===== src/rtl/hnst_pkg.sv =====
// ----------------------------------------------------------------------------
// hnst_pkg
// shared types and constants for the hashed name slot table
// ----------------------------------------------------------------------------
package hnst_pkg;

	localparam int MAX_SLOTS   = 1024;
	localparam int SLOT_W      = $clog2(MAX_SLOTS);
	localparam int HANDLE_BITS = 32;
	localparam int COUNT_W     = 11;
	localparam int HASH_W      = 32;
	localparam int HASH_CNT_W  = $clog2(HASH_W);
	localparam int MIX_SH_W    = 4;
	localparam int ENTRY_W     = HANDLE_BITS + 2;

	localparam logic [1:0] REQ_HASH   = 2'd0;
	localparam logic [1:0] REQ_INSERT = 2'd1;
	localparam logic [1:0] REQ_REMOVE = 2'd2;
	localparam logic [1:0] REQ_GET    = 2'd3;

	localparam logic [2:0] ST_OK       = 3'd0;
	localparam logic [2:0] ST_OCCUPIED = 3'd1;
	localparam logic [2:0] ST_EMPTY    = 3'd2;
	localparam logic [2:0] ST_BAD_KIND = 3'd3;
	localparam logic [2:0] ST_RANGE    = 3'd4;

	localparam logic [1:0] KIND_MAX = 2'd1;

	localparam logic [COUNT_W-1:0] SLOT_COUNT_RESET = COUNT_W'(MAX_SLOTS);

	typedef struct packed {
		logic [1:0]             op;
		logic [HASH_W-1:0]      hash;
		logic [HANDLE_BITS-1:0] handle;
		logic [1:0]             kind;
		logic [SLOT_W-1:0]      index;
	} cmd_t;

endpackage


===== src/rtl/hnst_fifo.sv =====
// ----------------------------------------------------------------------------
// hnst_fifo
// two-entry command queue between the front and the back
// ----------------------------------------------------------------------------
module hnst_fifo import hnst_pkg::*; (
	input  logic clk,
	input  logic arst_n,
	input  logic push,
	input  cmd_t push_cmd,
	output logic push_ready,
	input  logic pop,
	output logic pop_valid,
	output cmd_t pop_cmd
);

	cmd_t       buf_q [2];
	logic       wr_ptr_q, rd_ptr_q;
	logic [1:0] count_q;
	logic       do_push, do_pop;

	assign push_ready = (count_q != 2'd2);
	assign pop_valid  = (count_q != 2'd0);
	assign pop_cmd    = buf_q[rd_ptr_q];
	assign do_push    = push & push_ready;
	assign do_pop     = pop & pop_valid;

	always_ff @(posedge clk) begin
		if (do_push) begin
			buf_q[wr_ptr_q] <= push_cmd;
		end
	end

	always_ff @(posedge clk or negedge arst_n) begin
		if (!arst_n) begin
			wr_ptr_q <= 1'b0;
			rd_ptr_q <= 1'b0;
			count_q  <= 2'd0;
		end else begin
			if (do_push) begin
				wr_ptr_q <= ~wr_ptr_q;
			end
			if (do_pop) begin
				rd_ptr_q <= ~rd_ptr_q;
			end
			case ({do_push, do_pop})
				2'b10:   count_q <= count_q + 2'd1;
				2'b01:   count_q <= count_q - 2'd1;
				default: count_q <= count_q;
			endcase
		end
	end

endmodule


===== config.mk =====
export PLATFORM = sky130hd
export DESIGN_NAME = hnst_fifo
export DESIGN_NICKNAME = d
export VERILOG_FILES = /design/src/rtl/hnst_pkg.sv /design/src/rtl/hnst_fifo.sv
export SDC_FILE = /design/constraint.sdc
export NUM_CORES = 1
export LEC_CHECK = 0
export BUFFER_PORTS_ARGS = -buffer_cell sky130_fd_sc_hd__buf_2
export CORE_ASPECT_RATIO = 0.7
export CORE_MARGIN = 5
export CORE_UTILIZATION = 56
export CTS_CLUSTER_SIZE = 25
export DETAILED_ROUTE_END_ITERATION = 7
export GPL_ROUTABILITY_DRIVEN = 0
export PLACE_DENSITY = 0.85
export SYNTH_ARGS = -nofsm -noshare
export SYNTH_HDL_FRONTEND = slang
export SYNTH_SLANG_ARGS = --single-unit

===== constraint.sdc =====
create_clock -name clk -period 7.95 [get_ports clk]
set_input_delay 0.795 -clock clk [delete_from_list [all_inputs] [get_ports clk]]
set_output_delay 0.795 -clock clk [all_outputs]
set_load 0.05 [all_outputs]

# Yosys cells after proc, flatten, opt, wreduce, memory -nomap -nowiden
# Memory sizes are Yosys's and may differ from the RTL's.
# Cells that the tools add are included.
[classes] n_addsub=2 mul=0 div=0 n_lt_le_gt_ge=0 n_eq_ne=3 shifts=0 n_mux=3 bitwise=4 n_reduce_logical=2
[ops] operator="2-bit case mux with 2 select lines" n=1
[ops] operator="2-bit nonzero test" n=2
[ops] operator="2-bit by 1-bit adder with 2-bit output (second input constant)" n=1
[ops] operator="1-bit bitwise AND" n=2
[ops] operator="2-bit by 1-bit equality test with 1-bit output (second input constant)" n=1
[ops] operator="2-bit equality test (second input constant)" n=1
[ops] operator="1-bit two-way mux" n=2
[ops] operator="2-bit != test (second input constant)" n=1
[ops] operator="1-bit NOT" n=2
[ops] operator="2-bit by 1-bit subtractor with 2-bit output (second input constant)" n=1
[word_totals] reg_bits=4 latch_bits=0 ram_bits=156 rom_bits=0 inputBits=82 out_inout_bits=80 n_memories=1
[memory_table] name="buf_q" words=2 word_bits=78 read_ports=1 rd_ports_with_merged_regs=0 write_ports=1 line_no="hnst_fifo.sv:16" rtl="cmd_t buf_q [2];"

# Logic depth before layout (Yosys ltp)
# Gate-level depths: netlist of run 1.
[depth] depth_word=4 depth_mapped=6 depth_no_buf=6

# Least setup slack after synthesis of run 1
# OpenSTA, ideal clock, no wires.
[synth_timing] path_type="register -> register" startpoint="register count_q[0]" endpoint="memory buf_q[0][0] (netlist name) (enable)" setup_ps=515 t_arrival_ps=4335 required_ps=7435 path_slack_ps=3100 stages_incl_launch_ff=4 n_path_buf=0 period_less_slack_ps=4850 cell_sequence="dfrtp_1 > nand2b_1 > nand2_1 > nor2_1"
[synth_via] elab_chain_cells=4
[synth_lines] element="start: declaration" line_no="hnst_fifo.sv:18" rtl="logic [1:0] count_q;"
[synth_lines] element="start signal: assignment" line_no="hnst_fifo.sv:46" rtl="2'b10: count_q <= count_q + 2'd1;"
[synth_lines] element="start signal: assignment" line_no="hnst_fifo.sv:47" rtl="2'b01: count_q <= count_q - 2'd1;"
[synth_lines] element="start signal: assignment" line_no="hnst_fifo.sv:48" rtl="default: count_q <= count_q;"
[synth_lines] element="2-bit != test" line_no="hnst_fifo.sv:21" rtl="assign push_ready = (count_q != 2'd2);"
[synth_lines] element="named net push_ready" line_no="hnst_fifo.sv:10" rtl="output logic push_ready,"
[synth_lines] element="1-bit bitwise AND" line_no="hnst_fifo.sv:24" rtl="assign do_push = push & push_ready;"
[synth_lines] element="1-bit two-way mux" line_no="hnst_fifo.sv:28" rtl="if (do_push) begin"
[synth_lines] element="1-bit two-way mux (not written as such)" line_no="hnst_fifo.sv:29" rtl="buf_q[wr_ptr_q] <= push_cmd;"
[synth_lines] element="end: declaration" line_no="hnst_fifo.sv:16"
# The timed path passes the listed nets, and every way through them passes these cells.

==> metrics.json, run 1 <==
{
  "final_layout": {
    "final_cell_count_no_fill": 577,
    "synthToLayoutAreaGrowth_pct": 26.4,
    "final_common_cell": "buf_2",
    "post_route_cells_drive_above_1_share_pct": 61.8,
    "fillCellCount": 624,
    "final_util_pct": 72.1,
    "mostFrequentLayoutCells": "buf_2 (161), edfxtp_1 (156), mux2_2 (68), clkbuf_16 (17), mux2_4 (10)",
    "finalNetCount": 515,
    "antenna_cells": 0
  },
  "cts": {
    "h-tree-depth": 4,
    "clock_latency_ns": 0.41,
    "worst_path_clk_slew_ns": 0.06,
    "clockBufferDepth": 2,
    "cts_hold_repair.buffers": 0,
    "cts-resized-gates": 0,
    "tritoncts": "yes",
    "cts_setup_buffers": 0,
    "tritoncts.num_buffers": 17,
    "ctsRootBufferMaster": "clkbuf_16",
    "clock-sinks": 160
  },
  "synth": {
    "post_synth_inst_count": 260,
    "yosys_warnings": 0,
    "synth-adder-area-share_pct": 0.214,
    "synthXorXnorAreaFrac_pct": 0.747,
    "synth_top_family_by_area": "multiplexers",
    "synth_compound_area_share_pct": 0,
    "avgSynthCellArea_um2": 22.5,
    "synthSimpleGateAreaFrac_pct": 0.662,
    "multiplexer_fraction_of_the_synthesized_cell_area_pct": 15.6,
    "synth-seq-cells": 160,
    "mappedNetlistNets": 343,
    "post_synth_num_cell_types": 15,
    "post_synth_instance_area_mm2": 0.00586,
    "synth_seq_area_share_pct": 81.7
  },
  "timing": {
    "slew_headroom_pct": 25.3,
    "rsz0062_at_grt": "false",
    "timing.fmax_ghz": 0.326,
    "hold_slack_ns": 0.185,
    "worst_slack_ns": 4.88,
    "final_min_period_ns": 3.07,
    "setup_tns_final_ns": 0,
    "final_max_slew_viol_count": 0,
    "timing.final.hold_violations": 0,
    "max_slew.worst_pin.slew_ns": 1.12,
    "clock_skew_ns": 0.00838,
    "setup_viol_count_final": 0,
    "period_utilization_post_route_pct": 38.6
  },
  "power": {
    "vdd_ir_drop_max_uv": 548,
    "power.switching_uw": 1360,
    "power_frac_seq_pct": 37.8,
    "share_clk_of_total_power_pct": 24.7,
    "internal-power_uw": 2050,
    "comb_power_share_pct": 37.5,
    "leakage_uw": 0.00281,
    "switching_share_pct": 39.9,
    "power_density_normalized_to_cell_area_mw_per_mm2": 459
  },
  "route": {
    "drt-pass1-iter-count": 4,
    "detailedRoute.firstIterationViolations": 227,
    "wl_um": 10900,
    "vias_per_cell": 5.23,
    "detail-route-antenna-nets": 0,
    "drc_violation_count_after_routing": 0,
    "dr_total_vias": 3017,
    "wl_per_cell_um": 18.8
  },
  "run_status": {
    "status": "completed"
  },
  "worst_setup_path": {
    "timing.critical_path.arrival_ns": 2.28,
    "worst-path-max-fanout": 79,
    "cp-startpoint": "rd_ptr_q$_DFFE_PN0P_",
    "type_of_destination_of_the_critical_path": "output pin",
    "reg2reg_from": "count_q[0]$_DFFE_PN0P_",
    "reg2regPathDepth": 4,
    "crit_path_required_time_ns": 7.15,
    "worstSetupPathType": "register to output pin",
    "worstSetupStartpointType": "register"
  },
  "die": {
    "io_pins": 162,
    "die-area_mm2": 0.0126,
    "core.rowCount": 31,
    "die_height_um": 95.6,
    "starting_utilization_of_the_core_area_pct": 57.0,
    "floorplan.core_area_mm2": 0.0103,
    "die_x_um": 132
  },
  "global_routing": {
    "vias_in_the_first_global_route": 3192,
    "wire_length_of_the_first_global_routing_pass_um": 16300,
    "antenna_violations_before_repair": 1,
    "grt_max_degree": 80,
    "globalRouteTotalUtil_pct": 17.1,
    "grt-ovfl-total": 0
  },
  "placed_design": {
    "post-dp-hpwl_um": 6960,
    "placement.setup.worst_slack_ns": 5.00,
    "quantity_of_i_o_buffers_inserted_on_ports": 161,
    "cell_count_after_placement": 545
  },
  "min_path": {
    "hold_path.class": "input pin to async pin"
  },
  "run": {
    "maxCapViolCount": 0
  }
}
cells by family (layout without fill, tap and decap cells):
| family | Yosys count | count (layout) |
|---|---|---|
| xor gates and xnor gates | 5 | 5 |
| DFF | 160 | 160 |
| muxes | 78 | 78 |
| and+or+nand+nor | 7 | 7 |
| buffers and inverters | 9 | 194 |
| adders and majority gates | 1 | 1 |
registers in the layout (all words and copies together), names as in the netlist:
name and count:
buf_q 156, count_q 2, wr_ptr_q 1, rd_ptr_q 1
area by class of cell:
| class | count | area, um^2 | share of cell area [%] |
|---|---|---|---|
| Sequential cell | 160 | 4790 | 64.6 |
| Tap cell | 132 | 165 | 2.23 |
| Multi-Input combinational cell | 91 | 1020 | 13.8 |
| Timing Repair Buffer | 162 | 813 | 11.0 |
| Clock buffer | 18 | 429 | 5.79 |
| Clock inverter | 14 | 189 | 2.55 |
layer usage:
metal / vias up / part of all wire (%) / track usage (%)
li1: 1385 / - / -
met2: 129 / 47 / 26.5
met3: 11 / 9.5 / 7.49
met4: 2 / 0.83 / 5.34
met5: - / 0.064 / 0
met1: 1490 / 43 / 22.2
final timing paths:
| kind | endpoint | slack, ns |
|---|---|---|
| worst min register to register | count_q[1]$_DFFE_PN0P_ | 0.54 |
| worst min-delay path | count_q[1]$_DFFE_PN0P_ | 0.19 |
| worst max register to register | buf_q[0][74]$_DFFE_PP_ | 5.33 |
| max in group asynchronous | rd_ptr_q$_DFFE_PN0P_ | 7.62 |
| worst max-delay path | pop_cmd[13] | 4.88 |
| min in group clk | count_q[1]$_DFFE_PN0P_ | 0.54 |
power groups by stage:
stage / combinational, uW / clock [uW] / sequential, uW
after floorplan: 1100 / 0 / 1220
after global placement: 1270 / 0 / 1290
after detailed placement: 1280 / 0 / 1310
after CTS: 1290 / 855 / 1290
after global routing: 1330 / 896 / 1310
final: 1280 / 841 / 1290
cell usage after synthesis:
| master | n | area share, % |
|---|---|---|
| ha_1 | 1 | 0.21 |
| buf_2 | 6 | 0.51 |
| dfrtp_1 | 4 | 1.7 |
| nand2_1 | 1 | 0.064 |
| mux2_2 | 68 | 13 |
| buf_6 | 3 | 0.58 |
| or2_2 | 1 | 0.11 |
| nor2_1 | 2 | 0.13 |
| and2_4 | 1 | 0.15 |
| and3_1 | 1 | 0.11 |
| xor2_1 | 2 | 0.30 |
| mux2_4 | 10 | 2.6 |
| nand2b_1 | 1 | 0.11 |
| xnor2_1 | 3 | 0.45 |
| edfxtp_1 | 156 | 80 |
metrics by stage:
step           total power [uW]  instance area (um^2)
2_1_floorplan              2320                  5860
3_3_place_gp               2560                  6790
3_5_place_dp               2590                  6790
4_1_cts                    3440                  7410
5_1_grt                    3540                  7410
6_report                   3400                  7410
worst max-delay path, stage by stage, from the launching register on:
cell     delay [ns]
dfrtp_4        1.17
mux2_2         0.44
buf_2          0.22
(Power assumes the default switching activity.)
==> run 2: changes to the inputs <==
- CORE_UTILIZATION: 56 -> 52
- PLACE_DENSITY: 0.85 -> 0.79
- clock period: 7.95 -> 3.05 ns (I/O delays scaled with it)
==> metrics.json, run 2 (same netlist as run 1, synthesis figures left out) <==
{
  "run_status": {
    "status": "completed"
  },
  "worst_setup_path": {
    "type_of_destination_of_the_critical_path": "output pin",
    "cp.buffers_inverters": 2,
    "worstSetupPathType": "register to output pin",
    "worst_path_largest_cell_delay_ns": 0.64,
    "worstSetupStartpointType": "register",
    "crit_path_required_time_ns": 2.74,
    "critical_path_cell_count": 3,
    "timing.critical_path.arrival_ns": 2.01,
    "reg2regPathDepth": 4,
    "critical_path.top_delay_family": "flip-flops",
    "worst-path-max-fanout": 24,
    "critical-path-slowest-cell": "dfrtp_4",
    "critical_path.cell_chain": "buf_4 > mux2_2 > buf_2"
  },
  "route": {
    "vias_per_cell": 4.92,
    "detail-route-antenna-nets": 0,
    "wl_per_cell_um": 17.9,
    "drc_violation_count_after_routing": 0,
    "wl_um": 10800,
    "detailedRoute.firstIterationViolations": 154,
    "drt-pass1-iter-count": 4,
    "dr_total_vias": 2956
  },
  "timing": {
    "setup_tns_final_ns": 0,
    "hold_slack_ns": 0.0822,
    "rsz0062_at_grt": "false",
    "slew_headroom_pct": 49.8,
    "worst_slack_ns": 0.731,
    "final_max_slew_viol_count": 0,
    "clock_skew_ns": 0.00964,
    "final_min_period_ns": 2.32,
    "setup_viol_count_final": 0,
    "timing.final.hold_violations": 0,
    "max_slew.worst_pin.slew_ns": 0.753,
    "period_utilization_post_route_pct": 76.0,
    "timing.fmax_ghz": 0.431
  },
  "power": {
    "comb_power_share_pct": 39.4,
    "share_clk_of_total_power_pct": 24.8,
    "power_frac_seq_pct": 35.8,
    "power_density_normalized_to_cell_area_mw_per_mm2": 1190,
    "vdd_ir_drop_max_uv": 606,
    "switching_share_pct": 39.0,
    "power.switching_uw": 3480,
    "p_total_uw": 8930,
    "leakage_uw": 0.00285,
    "internal-power_uw": 5440
  },
  "cts": {
    "tritoncts": "yes",
    "tritoncts.num_buffers": 17,
    "clock-sinks": 160,
    "cts_setup_buffers": 0,
    "clockBufferDepth": 2,
    "worst_path_clk_slew_ns": 0.06,
    "ctsRootBufferMaster": "clkbuf_16",
    "h-tree-depth": 4,
    "clock_latency_ns": 0.41
  },
  "die": {
    "floorplan.core_area_mm2": 0.0110,
    "die_x_um": 137,
    "starting_utilization_of_the_core_area_pct": 53.2,
    "die-area_mm2": 0.0135,
    "io_pins": 162,
    "core.rowCount": 32,
    "die_height_um": 98.8
  },
  "final_layout": {
    "finish.instance_area_mm2": 0.00750,
    "multi_input_area_mm2": 0.00102,
    "top_register": "buf_q",
    "finalNetCount": 520,
    "final_common_cell": "buf_2",
    "synthToLayoutAreaGrowth_pct": 28.0,
    "post_route_cells_drive_above_1_share_pct": 61.6,
    "fillCellCount": 754,
    "seq_area_mm2": 0.00479,
    "largest_register_ff_count": 156,
    "antenna_cells": 0,
    "mostFrequentLayoutCells": "buf_2 (161), edfxtp_1 (156), mux2_2 (68), clkbuf_16 (17), mux2_4 (10)",
    "reg_top3": "buf_q: 156 flops, count_q: 2 flops"
  },
  "placed_design": {
    "dpl_cell_area_mm2": 0.00687,
    "post-dp-hpwl_um": 7090,
    "placement.setup.worst_slack_ns": 1.13,
    "quantity_of_i_o_buffers_inserted_on_ports": 161
  },
  "global_routing": {
    "grt_max_degree": 56,
    "grt-ovfl-total": 0,
    "vias_in_the_first_global_route": 3289,
    "globalRouteTotalUtil_pct": 16.5,
    "wire_length_of_the_first_global_routing_pass_um": 16600,
    "antenna_violations_before_repair": 0
  },
  "min_path": {
    "hold_path.class": "input pin to register",
    "worst_hold_path.num_cells": 1
  },
  "run": {
    "maxCapViolCount": 0
  }
}
run 2: cell types whose count changed in the layout (fill, tap and decap cells not counted), sizes merged:
cell	before	now
dlygate4sd3	0	1
clkinvlp	5	2
buf	162	166
clkbuf	18	19
bufinv	4	5
inv	2	1
run 2: path summary, 6_finish.rpt:
check | startpoint | end | slack [ns]
hold / removal | push_cmd[10] | buf_q[0][10]$_DFFE_PP_ | 0.08
max in group asynchronous | arst_n | rd_ptr_q$_DFFE_PN0P_ | 2.68
min in group asynchronous | arst_n | count_q[0]$_DFFE_PN0P_ | 0.24
setup reg to reg | count_q[0]$_DFFE_PN0P_ | buf_q[0][55]$_DFFE_PP_ | 1.19
setup / recovery | rd_ptr_q$_DFFE_PN0P_ | pop_cmd[18] | 0.73
hold reg to reg | count_q[1]$_DFFE_PN0P_ | count_q[1]$_DFFE_PN0P_ | 0.50
run 2: timing repair:
| action | 4_1_cts | 5_1_grt |
|---|---|---|
| resized for setup | 0 | 0 |
| setup endpoints to repair | 0 | 0 |
| hold endpoints to repair | 4 | 0 |
| hold buffers | 1 | 0 |
run 2: metal layers:
| metal | vias to the layer above | global-route usage (%) | share of wire, % |
|---|---|---|---|
| li1 | 1384 | - | - |
| met1 | 1441 | 19.2 | 40 |
| met2 | 124 | 27.0 | 49 |
| met3 | 7 | 7.86 | 10 |
| met4 | 0 | 5.52 | 0.55 |
| met5 | - | 0 | 0 |
run 2: worst reg2reg max path: cells and delay by family (launching register included):
kind	cells	cell delay, ns
buf+inv	1	0.59
simple gates	3	0.44
flops	1	0.40
run 2: power groups by stage:
stage / logic [uW] / registers [uW] / clock network, uW
after floorplan: 2880 / 3140 / 0
after CTS: 3560 / 3210 / 2260
final: 3520 / 3190 / 2220
after detailed placement: 3550 / 3250 / 0
after global placement: 3520 / 3220 / 0
after global routing: 3670 / 3240 / 2370
run 2: through the flow:
stage	std cells	util, %
finish	601	68.1
global route	601	68.1
CTS	601	68.1
detailed placement	570	62.4
global placement	570	62.4
floorplan	260	-
run 2: cell type report:
type / instances / area share (%)
Sequential cell: 160 / 63.8
Clock inverter: 11 / 2.50
Timing Repair Buffer: 167 / 11.7
Multi-Input combinational cell: 91 / 13.6
Tap cell: 153 / 2.55
Clock buffer: 19 / 5.77
