===== config.mk =====
export PLATFORM = sky130hd
export DESIGN_NAME = hnst_front
export DESIGN_NICKNAME = d
export VERILOG_FILES = /design/src/rtl/hnst_pkg.sv /design/src/rtl/hnst_front.sv
export SDC_FILE = /design/constraint.sdc
export NUM_CORES = 1
export LEC_CHECK = 0
export BUFFER_PORTS_ARGS = -buffer_cell sky130_fd_sc_hd__buf_4
export CORE_ASPECT_RATIO = 0.8
export CORE_UTILIZATION = 35
export CTS_CLUSTER_DIAMETER = 100
export DETAILED_ROUTE_END_ITERATION = 8
export HOLD_SLACK_MARGIN = 0.06
export PLACE_DENSITY = 0.65
export REMOVE_ABC_BUFFERS = 1
export SYNTH_ARGS = -nofsm -noshare
export SYNTH_HDL_FRONTEND = slang
export SYNTH_SLANG_ARGS = --single-unit

===== constraint.sdc =====
create_clock -name clk -period 4.1 [get_ports clk]
set_input_delay 0 -clock clk [delete_from_list [all_inputs] [get_ports clk]]
set_output_delay 0 -clock clk [all_outputs]
set_load 0.02 [all_outputs]

===== src/rtl/hnst_pkg.sv =====
// ----------------------------------------------------------------------------
// hnst_pkg
// shared types and constants for the hashed name slot table
// ----------------------------------------------------------------------------
package hnst_pkg;

	localparam int MAX_SLOTS   = 1024;
	localparam int SLOT_W      = $clog2(MAX_SLOTS);
	localparam int HANDLE_BITS = 32;
	localparam int COUNT_W     = 11;
	localparam int HASH_W      = 32;
	localparam int HASH_CNT_W  = $clog2(HASH_W);
	localparam int MIX_SH_W    = 4;
	localparam int ENTRY_W     = HANDLE_BITS + 2;

	localparam logic [1:0] REQ_HASH   = 2'd0;
	localparam logic [1:0] REQ_INSERT = 2'd1;
	localparam logic [1:0] REQ_REMOVE = 2'd2;
	localparam logic [1:0] REQ_GET    = 2'd3;

	localparam logic [2:0] ST_OK       = 3'd0;
	localparam logic [2:0] ST_OCCUPIED = 3'd1;
	localparam logic [2:0] ST_EMPTY    = 3'd2;
	localparam logic [2:0] ST_BAD_KIND = 3'd3;
	localparam logic [2:0] ST_RANGE    = 3'd4;

	localparam logic [1:0] KIND_MAX = 2'd1;

	localparam logic [COUNT_W-1:0] SLOT_COUNT_RESET = COUNT_W'(MAX_SLOTS);

	typedef struct packed {
		logic [1:0]             op;
		logic [HASH_W-1:0]      hash;
		logic [HANDLE_BITS-1:0] handle;
		logic [1:0]             kind;
		logic [SLOT_W-1:0]      index;
	} cmd_t;

endpackage


===== src/rtl/hnst_front.sv =====
// ----------------------------------------------------------------------------
// hnst_front
// takes requests, folds name bytes into the two mixers, queues commands
// ----------------------------------------------------------------------------
module hnst_front import hnst_pkg::*; (
	input  logic                   clk,
	input  logic                   arst_n,
	input  logic                   enable,
	input  logic                   in_valid,
	output logic                   in_ready,
	input  logic [1:0]             req_type,
	input  logic [7:0]             name_byte,
	input  logic                   last_byte,
	input  logic [HANDLE_BITS-1:0] payload_handle,
	input  logic [1:0]             entry_kind,
	input  logic [SLOT_W-1:0]      slot_index,
	output logic                   push,
	output cmd_t                   push_cmd,
	input  logic                   push_ready
);

	logic [HASH_W-1:0] mix_a_q, mix_b_q, mix_a_n, mix_b_n, word;
	logic [7:0]        held_byte_q, lo_byte, hi_byte;
	logic              held_valid_q, accept, is_get;

	assign in_ready = enable & push_ready;
	assign accept   = in_valid & in_ready;
	assign is_get   = (req_type == REQ_GET);

	always_comb begin
		if (held_valid_q) begin
			lo_byte = held_byte_q;
			hi_byte = name_byte;
		end else begin
			lo_byte = name_byte;
			hi_byte = 8'd0;
		end
		word    = {hi_byte, lo_byte, hi_byte, lo_byte};
		mix_a_n = mix_a_q ^ (word >> mix_b_q[MIX_SH_W-1:0]);
		mix_b_n = mix_b_q ^ (word >> mix_a_n[MIX_SH_W-1:0]);
	end

	assign push            = accept & (is_get | last_byte);
	assign push_cmd.op     = req_type;
	assign push_cmd.hash   = mix_a_n ^ mix_b_n;
	assign push_cmd.handle = payload_handle;
	assign push_cmd.kind   = entry_kind;
	assign push_cmd.index  = slot_index;

	always_ff @(posedge clk or negedge arst_n) begin
		if (!arst_n) begin
			mix_a_q      <= '0;
			mix_b_q      <= '0;
			held_byte_q  <= '0;
			held_valid_q <= 1'b0;
		end else if (accept && !is_get) begin
			if (last_byte) begin
				mix_a_q      <= '0;
				mix_b_q      <= '0;
				held_byte_q  <= '0;
				held_valid_q <= 1'b0;
			end else if (held_valid_q) begin
				mix_a_q      <= mix_a_n;
				mix_b_q      <= mix_b_n;
				held_byte_q  <= '0;
				held_valid_q <= 1'b0;
			end else begin
				held_byte_q  <= name_byte;
				held_valid_q <= 1'b1;
			end
		end
	end

endmodule


; ---- Word level (Yosys, flattened, before mapping)
; Cells that the tools add are included.
[op_classes]
n_shift = 2
add_sub_neg = 0
reduce_logical = 4
mul = 0
magnitude_cmp = 0
eq_ne = 1
mux = 10
n_div = 0
n_bitwise = 7
[op_table]
columns = op, n
row1 = two-way mux 32 bit, 4
row2 = XOR 32 bit, 3
row3 = >> shifter 32 x 4 -> 32 bit, 2
row4 = two-way mux 8 bit, 4
row5 = bitwise AND 1 bit, 3
row6 = "equality test 2 bit, second input constant", 1
row7 = two-way mux 1 bit, 2
row8 = AND reduction 2 bit, 1
row9 = nonzero test 2 bit, 1
row10 = logical AND 1 bit, 1
row11 = logical NOT 1 bit, 1
row12 = bitwise OR 1 bit, 1
[totals]
reg_bits = 73
mem_bits_ro = 0
word_cells = 28
latchBits = 0
out_inout_bits = 80
mem_bits_rw = 0
mem_count = 0

; ---- Longest topological paths before layout
; Gate-level depths: netlist of the first run.
[depth]
word_depth = 7
depth_mapped = 14

; ---- Least setup slack after synthesis of the first run
; OpenSTA, ideal clock, no wires.
[synth_path]
path_kind = register to output
startpoint = register mix_b_q[0]
endpoint = output push_cmd[53] (netlist bit)
n_path_buf = 2
t_required_ns = 4.100
t_arrival_ns = 3.379
slack_ns = 0.721
path_stages_with_launch = 13
path_cell_list = dfrtp_1 buf_6 buf_12 mux2i_1 a22oi_1 a21oi_2 o31a_1 or4_4 and2_4 a222oi_1 nand2_2 o21a_1 xnor2_1
[synth_rtl]
columns = element, line_no
row1 = start: declaration, hnst_front.sv:22  ; logic [HASH_W-1:0] mix_a_q, mix_b_q, mix_a_n, mix_b_n, word;
row2 = start signal: assignment, hnst_front.sv:64  ; mix_b_q <= mix_b_n;
row3 = end: declaration, hnst_front.sv:18  ; output cmd_t push_cmd,

==> impl_metrics.env, run 1 <==
export IMPL_rsz0062_at_grt="yes"
export IMPL_wl_per_cell_um=22.02
export IMPL_skew_ns=0.008015
export IMPL_finalSetupTns_ns=0
export IMPL_slew_viol_final=0
export IMPL_min_from="last_byte"
export IMPL_min_path_type="in -> reg"
export IMPL_yosysTopAreaCell="dfrtp_1"
export IMPL_initial_utilization=0.3617
export IMPL_synth_main_ff_cell="dfrtp_1"
export IMPL_clkLatencyLatePin_ns=0.35
export IMPL_whs_path_depth=2
export IMPL_yosys_register_bits=73
export IMPL_r2r_end="mix_b_q[5]$_DFFE_PN0P_"
export IMPL_fmaxAchievable_mhz=247.7
export IMPL_cts_made_buffers=9
export IMPL_hold_end="mix_a_q[31]$_DFFE_PN0P_"
export IMPL_pin_count=140
export IMPL_drc_errors=0
export IMPL_wl_met2_mm=11.52
export IMPL_r2r_slack_ns=0.34
export IMPL_die_h_um=130.9
export IMPL_grt_max_degree=74
export IMPL_cts_tree="yes"
export IMPL_rows=46
export IMPL_syn_to_final_growth_pct=23.27
export IMPL_port_buffers=51
export IMPL_finalSetupViolCount=0
export IMPL_fin_nets=1023
export IMPL_critPathArrivalTime_ns=4.04
export IMPL_postRouteAntennaNets=0
export IMPL_cp_start_kind="flop"
export IMPL_clkTransAtPathRegs_ns=0.07
export IMPL_synth_cell_types=85
export IMPL_fillers=1935
export IMPL_htreeDepth=3
export IMPL_clockBufferDepth=2
export IMPL_viasPerCell=6.048
export IMPL_die_x_um=163.1
export IMPL_overflow=0
export IMPL_drt_iter0_markers=925
export IMPL_r2r_cells=13
export IMPL_worst_setup_path_type="reg -> out"
export IMPL_globalplace_congestion=0.9647
export IMPL_place_inst=1158
export IMPL_worstPathRequired_ns=4.10
export IMPL_synth_cell_area_um2=7266
export IMPL_ys_async_sr_fraction=1.000
export IMPL_syn_instance_count=887
export IMPL_cp_max_fo=13
export IMPL_top_layer="met4"
export IMPL_drt_total_wl_mm=27.13
export IMPL_dieArea_um2=21340
export IMPL_dr_pass1_iters=6
export IMPL_antenna_found_initial=0
export IMPL_syn_avg_cell_area_um2=8.191
export IMPL_final_cells=1232
export IMPL_diodes=0
export IMPL_hold_viol=0
export IMPL_synth_top_area_frac=0.2514
export IMPL_synth_area_leaders="dfrtp_1 25%, xnor2_1 8.7%, nand2_1 5.3%"
export IMPL_worstSetupEndpointType="output pin"
export IMPL_drive_gt1_frac=0.2293
export IMPL_grt_pass1_vias=6944
export IMPL_dr_total_vias=7451
export IMPL_met1_length_mm=12.87
export IMPL_grtUsageTotal=0.2583
export IMPL_relSlewSlack=0.3367
export IMPL_wl_met3_mm=2.268
export IMPL_worstMarginPinSlew_ns=0.9949
export IMPL_drv_cap=0
export IMPL_core_area_um2=20090
export IMPL_cts_root_buf="clkbuf_16"
export IMPL_status="complete, no violations"
export IMPL_yosysWarnings=0
export IMPL_finalCritPeriodShare=0.9848
export IMPL_seq_area_frac_synth=0.2514
export IMPL_r2r_start="mix_b_q[0]$_DFFE_PN0P_"
export IMPL_synth_edff_count=0
export IMPL_clock_sinks=73
export IMPL_grt_pass1_wl_mm=41.90
export IMPL_period_minus_slack_ns=4.038
export IMPL_dp_hpwl_mm=19.22
-- registers in the layout, summed over array words and instances (netlist names) --
name,cells
mix_b_q,32
held_byte_q,8
mix_a_q,32
held_valid_q,1
-- synthesized netlist by cell type, types with 11 or more instances --
library cell  number
nand2_1          102
o21ai_0           62
nor3_1            13
mux2i_1           25
dfrtp_1           73
o31ai_1           11
a22o_1            24
o22ai_1           16
xor2_1            19
xnor2_1           72
o211ai_1          15
inv_1             15
and2_1            15
mux2_2            14
nor2_1            54
a22oi_1           11
buf_2             11
clkbuf_1          39
buf_4             47
nand3_1           18
a21oi_1           48
-- worst max path at each step --
stage | endpoint | start | slack, ns | cells after the start
global placement | mix_b_q[8]$_DFFE_PN0P_ | held_valid_q$_DFFE_PN0P_ | 0.21 | 13
CTS | push_cmd[55] | held_valid_q$_DFFE_PN0P_ | -0.008 | 13
finish | push_cmd[57] | held_valid_q$_DFFE_PN0P_ | 0.06 | 14
detailed placement | mix_b_q[0]$_DFFE_PN0P_ | held_valid_q$_DFFE_PN0P_ | 0.24 | 12
global route | push_cmd[63] | mix_b_q[0]$_DFFE_PN0P_ | -0.07 | 15
floorplan | push_cmd[57] | mix_b_q[0]$_DFFE_PN0P_ | -0.55 | 9
-- final cells by class --
type / count / area, um2 / area share
Clock buffer: 10 / 229.0 / 0.02557
Inverter: 18 / 68.82 / 0.007684
Tap cell: 264 / 330.3 / 0.03688
Timing Repair Buffer: 171 / 1429 / 0.1595
Sequential cell: 73 / 1828 / 0.2041
Clock inverter: 6 / 92.59 / 0.01034
Multi-Input combinational cell: 690 / 4979 / 0.5559
-- cells by family after synthesis --
logic type / share of synthesized area
muxes: 0.08094
DFF: 0.2514
AOI/OAI and AO/OA: 0.3029
buffers and inverters: 0.09402
xor gates and xnor gates: 0.1119
and+or+nand+nor: 0.1588
-- metrics by stage --
step	util	hold slack [ns]	setup WS [ns]	cell area, um2
finish	0.4459	0.1933	0.06242	8956
global route	0.4459	0.1927	-0.06739	8956
CTS	0.4350	0.1687	-0.007615	8737
detailed placement	0.3912	0.0002739	0.2410	7859
global placement	0.3912	0.0002739	0.2094	7859
floorplan	-	-0.2956	-0.5495	6650
-- what timing repair did --
action	CTS	global route
pin swaps	0	9
hold endpoints to repair	125	0
hold buffers	53	0
cloned	0	1
resized for setup	5	40
setup buffers	0	4
endpoints found under the setup margin	7	31
-- cell usage in the layout, fill, tap and decap left out, types with 4 or more instances in the layout --
master and n:
o31ai_1 11, o21a_1 8, nand2_1 100, mux2i_2 6
a21o_1 9, nor3_1 8, mux4_2 8, a31o_2 4
and2_1 15, o21ai_0 60, or3_1 5, buf_4 117
a2111o_1 6, xnor2_1 71, a211o_1 9, a22o_1 24
dlygate4sd3_1 53, o22ai_1 14, o311ai_1 6, a22oi_1 10
nor2b_1 8, nor3_2 5, nand3_1 18, o211ai_1 15
and3_1 6, clkbuf_16 9, nand2b_1 5, a21oi_2 5
a21oi_1 44, a32o_1 4, xor2_1 19, mux2_2 14
a31oi_1 9, dfrtp_1 72, nor2_1 52, nor3b_1 4
mux2i_1 19, a21boi_0 5, a32oi_1 4, inv_1 15
-- critical path, stage by stage, from the launching register on --
cell and delay [ns]:
dfrtp_1 0.46, buf_4 0.22, nor2b_2 0.20, a22oi_1 0.28, a21boi_1 0.16, buf_4 0.19
or4_1 0.42, buf_4 0.20, and3_1 0.24, o21ai_0 0.29, a2111oi_0 0.16, buf_4 0.15
a211o_1 0.33, xnor2_1 0.20, buf_4 0.17
-- layer usage --
layer  up-vias  GRT usage
li1       3370          -
met1      3649     0.3805
met2       394     0.3797
met3        38    0.05429
met4         0    0.06487
met5         -          0
Power of run 1 is left out: the tool's default activity adds up to more than one toggle a clock period on the data nets, which glitch-free logic cannot reach.
==> run 2, diff against run 1 <==
BUFFER_PORTS_ARGS = default   (was -buffer_cell sky130_fd_sc_hd__buf_4)
DONT_BUFFER_PORTS = 1   (was default)
GPL_ROUTABILITY_DRIVEN = 0   (was default)
PLACE_DENSITY = 0.59   (was 0.65)
==> impl_metrics.env, run 2 (synthesis results as in run 1) <==
export IMPL_status="complete, no violations"
export IMPL_worstSetupEndpointType="output pin"
export IMPL_worst_setup_path_type="reg -> out"
export IMPL_worstPathRequired_ns=4.10
export IMPL_wl_per_cell_um=21.65
export IMPL_dp_hpwl_mm=18.14
export IMPL_grt_pass1_wl_mm=40.64
export IMPL_diodes=0
export IMPL_die_h_um=130.9
export IMPL_fin_nets=1009
export IMPL_finalCritPeriodShare=0.9826
export IMPL_r2r_end="mix_b_q[3]$_DFFE_PN0P_"
export IMPL_cp_start_kind="flop"
export IMPL_worstMarginPinSlew_ns=0.8114
export IMPL_pin_count=140
export IMPL_dieArea_um2=21340
export IMPL_cts_made_buffers=9
export IMPL_overflow=0
export IMPL_cp_max_fo=14
export IMPL_r2r_cells=14
export IMPL_die_x_um=163.1
export IMPL_final_common_cell="nand2_1"
export IMPL_skew_ns=0.01436
export IMPL_drt_iter0_markers=842
export IMPL_drt_total_wl_mm=26.35
export IMPL_pre_cts_slack_ns=0.2677
export IMPL_drive_gt1_frac=0.2141
export IMPL_viasPerCell=6.093
export IMPL_finalSetupViolCount=0
export IMPL_min_from="last_byte"
export IMPL_setup_ws_ns=0.07131
export IMPL_initial_utilization=0.3617
export IMPL_clock_sinks=73
export IMPL_drc_errors=0
export IMPL_relSlewSlack=0.4549
export IMPL_hold_end="mix_b_q[1]$_DFFE_PN0P_"
export IMPL_clkTransAtPathRegs_ns=0.07
export IMPL_rows=46
export IMPL_clockBufferDepth=2
export IMPL_min_path_type="in -> reg"
export IMPL_fillers=1946
export IMPL_crit_path_start="mix_b_q[0]$_DFFE_PN0P_"
export IMPL_r2r_slack_ns=0.31
export IMPL_finalSetupTns_ns=0
export IMPL_dr_total_vias=7415
export IMPL_grt_pass1_vias=6851
export IMPL_critPathArrivalTime_ns=4.03
export IMPL_postRouteAntennaNets=0
export IMPL_drv_cap=0
export IMPL_period_minus_slack_ns=4.029
export IMPL_whs_path_depth=4
export IMPL_hold_viol=0
export IMPL_slew_viol_final=0
export IMPL_cts_tree="yes"
export IMPL_cts_root_buf="clkbuf_16"
export IMPL_core_area_um2=20090
export IMPL_grtUsageTotal=0.2492
export IMPL_dr_pass1_iters=5
export IMPL_clkLatencyLatePin_ns=0.35
export IMPL_hold_ws_ns=0.08365
export IMPL_top_regs="mix_a_q: 32 flops, mix_b_q: 32 flops, held_byte_q: 8 flops"
export IMPL_antenna_found_initial=1
export IMPL_syn_to_final_growth_pct=23.16
export IMPL_r2r_start="mix_b_q[0]$_DFFE_PN0P_"
export IMPL_final_cell_mix="102 x nand2_1, 95 x buf_4, 70 x dfrtp_1"
export IMPL_fmaxAchievable_mhz=248.2
export IMPL_grt_max_degree=74
export IMPL_port_buffers=0
export IMPL_htreeDepth=3
## run 2: worst max path at each step
stage / to / slack, ns / cells after the start
after floorplan: push_cmd[57] / -0.55 / 9
after global placement: mix_b_q[21]$_DFFE_PN0P_ / 0.31 / 13
after detailed placement: mix_b_q[9]$_DFFE_PN0P_ / 0.27 / 12
after CTS: push_cmd[44] / 0.004 / 11
after global routing: push_cmd[47] / -0.04 / 15
final: push_cmd[47] / 0.07 / 15
## run 2: worst max-delay path: stages (launching register included)
cell,delay (ns)
dfrtp_2,0.42
buf_4,0.15
clkbuf_16,0.18
mux2i_1,0.15
a22oi_2,0.22
a21boi_4,0.13
o31a_1,0.41
buf_6,0.18
or4_4,0.56
and2_4,0.19
o2bb2ai_1,0.14
a221oi_4,0.28
buf_4,0.18
o21bai_1,0.07
xnor2_1,0.24
buf_4,0.18
## run 2: final cells by class
type                       instances  area, um2  share of cell area
clock buffer                      10      229.0             0.02559
clock inverter                     5      81.33            0.009088
inverter                          18      67.56            0.007550
multi-input combinational        690       5021              0.5611
sequential                        73       1831              0.2046
tap                              264      330.3             0.03691
timing repair buffer             157       1389              0.1552
## run 2: per-layer routing
metal / routed length, um / GRT usage
met4: 825 / 0.07861
met2: 10610 / 0.3509
met1: 12370 / 0.3664
met3: 2529 / 0.06282
met5: 17 / 0
## run 2: metrics by stage
| stage | utilization | instances | instance area [um2] |
|---|---|---|---|
| floorplan | - | 780 | 6650 |
| global placement | 0.3800 | 1128 | 7634 |
| detailed placement | 0.3800 | 1128 | 7634 |
| CTS | 0.4264 | 1201 | 8564 |
| global route | 0.4455 | 1217 | 8949 |
| finish | 0.4455 | 1217 | 8949 |
## run 2: repair_timing
item	CTS	global route
endpoints found under the hold margin	167	0
cloned	0	2
hold buffers	58	0
pin swaps	0	15
setup buffers	0	14
setup endpoints to repair	8	29
resized for setup	3	45
Power of run 2 is left out for the same reason.
==> run 3, diff against run 2 <==
CORE_UTILIZATION = 38   (was 35)
PLACE_DENSITY = default   (was 0.59)
SKIP_CTS_REPAIR_TIMING = 1   (was default)
==> impl_metrics.env, run 3 (synthesis results as in run 1) <==
export IMPL_finalSetupViolCount=0
export IMPL_cts_made_buffers=9
export IMPL_clockBufferDepth=2
export IMPL_worstMarginPinSlew_ns=0.9031
export IMPL_drt_total_wl_mm=25.67
export IMPL_wl_per_cell_um=21.44
export IMPL_drive_gt1_frac=0.2034
export IMPL_initial_utilization=0.3940
export IMPL_grt_max_degree=74
export IMPL_clkLatencyLatePin_ns=0.35
export IMPL_drc_errors=0
export IMPL_rows=44
export IMPL_hold_ws_ns=0.05864
export IMPL_grtUsageTotal=0.2544
export IMPL_crit_family="compound AO/OA/AOI/OAI gates"
export IMPL_diodes=0
export IMPL_cp_slowest_cell="or4_4"
export IMPL_drv_cap=0
export IMPL_rsz0062_at_grt="yes"
export IMPL_htreeDepth=3
export IMPL_final_cell_mix="101 x nand2_1, 86 x buf_4, 70 x xnor2_1, 70 x dfrtp_1, 59 x o21ai_0"
export IMPL_dieArea_um2=19680
export IMPL_worst_setup_path_type="reg -> out"
export IMPL_clkTransAtPathRegs_ns=0.06
export IMPL_antenna_found_initial=0
export IMPL_hold_viol=0
export IMPL_die_h_um=125.7
export IMPL_fmaxAchievable_mhz=249.8
export IMPL_port_buffers=0
export IMPL_overflow=0
export IMPL_cp_max_fo=15
export IMPL_fin_nets=999
export IMPL_finalCritPeriodShare=0.9764
export IMPL_core_area_um2=18440
export IMPL_dr_total_vias=7254
export IMPL_path_cells="buf_12 -> mux2i_2 -> a22oi_2 -> a21boi_2 -> nor4_4 -> buf_4 -> or4_4 -> and2_4 -> a222oi_1 -> nand2_2 -> o21a_1 -> xnor2_1 -> buf_4"
export IMPL_clock_sinks=73
export IMPL_cp_slowest_stage_delay_ns=0.57
export IMPL_dr_pass1_iters=5
export IMPL_syn_to_final_growth_pct=21.37
export IMPL_period_minus_slack_ns=4.003
export IMPL_grt_pass1_wl_mm=38.04
export IMPL_die_x_um=156.6
export IMPL_dp_hpwl_mm=17.64
export IMPL_worstSetupEndpointType="output pin"
export IMPL_pin_count=140
export IMPL_worstPathRequired_ns=4.10
export IMPL_top_regs="mix_a_q: 32 flops, mix_b_q: 32 flops, held_byte_q: 8 flops"
export IMPL_postRouteAntennaNets=0
export IMPL_cts_root_buf="clkbuf_16"
export IMPL_slew_viol_final=0
export IMPL_path_buf_inv=3
export IMPL_cts_tree="yes"
export IMPL_viasPerCell=6.060
export IMPL_cp_start_kind="flop"
export IMPL_min_path_type="in -> reg"
export IMPL_relSlewSlack=0.3965
export IMPL_drt_iter0_markers=791
export IMPL_status="complete, no violations"
export IMPL_cp_common_cell="buf_4"
export IMPL_final_common_cell="nand2_1"
export IMPL_grt_pass1_vias=6257
export IMPL_critPathArrivalTime_ns=4.00
export IMPL_skew_ns=0.007202
-- run 3: changes by cell type in the layout (fill, tap and decap cells not counted), sizes merged --
cell         change
clkbuf           +1
clkinvlp         -1
buf             -10
bufinv           -1
inv              +2
nor4             -1
dlygate4sd3      +1
-- run 3: cell type report --
| type | instances | area (um2) |
|---|---|---|
| fill | 1780 | 9624 |
| multi-input combinational | 689 | 4970 |
| sequential | 73 | 1831 |
| timing repair buffer | 148 | 1320 |
| tap | 253 | 316.6 |
| clock buffer | 11 | 252.7 |
| inverter | 18 | 67.56 |
| clock inverter | 5 | 61.31 |
-- run 3: worst paths after layout --
check / start / endpoint / slack [ns] / cells after the start
max in group asynchronous: arst_n / mix_b_q[0]$_DFFE_PN0P_ / 3.50 / 2
min: last_byte / mix_a_q[26]$_DFFE_PN0P_ / 0.06 / 4
max reg2reg: mix_b_q[0]$_DFFE_PN0P_ / mix_b_q[31]$_DFFE_PN0P_ / 0.21 / 12
max: mix_b_q[0]$_DFFE_PN0P_ / push_cmd[53] / 0.1 / 13
min reg2reg: mix_b_q[16]$_DFFE_PN0P_ / mix_b_q[16]$_DFFE_PN0P_ / 0.49 / 1
min in group asynchronous: arst_n / mix_a_q[18]$_DFFE_PN0P_ / 0.20 / 2
-- run 3: worst min-delay path, cell delays in order --
cell and delay [ns]:
nor2_2 0.03, buf_4 0.19, nand2_1 0.08, o21ai_0 0.06
-- run 3: through the flow --
stage / utilization / TNS, ns / instances / instance area, um2 / setup slack, ns
after floorplan: - / -11.20 / 780 / 6650 / -0.5495
after global routing: 0.4782 / -0.1848 / 1197 / 8818 / -0.06718
final: 0.4782 / 0 / 1197 / 8818 / 0.09687
after global placement: 0.4103 / 0 / 1110 / 7567 / 0.2429
after CTS: 0.4273 / -1.043 / 1126 / 7881 / -0.1634
after detailed placement: 0.4103 / 0 / 1110 / 7567 / 0.2352
-- run 3: layer usage --
metal,vias to the layer above,share of wire,track usage
met3,47,0.085,0.08396
met1,3502,0.48,0.3751
li1,3334,-,-
met2,371,0.41,0.3335
met4,0,0.031,0.09516
met5,-,0,0.03008
Power of run 3 is left out for the same reason.
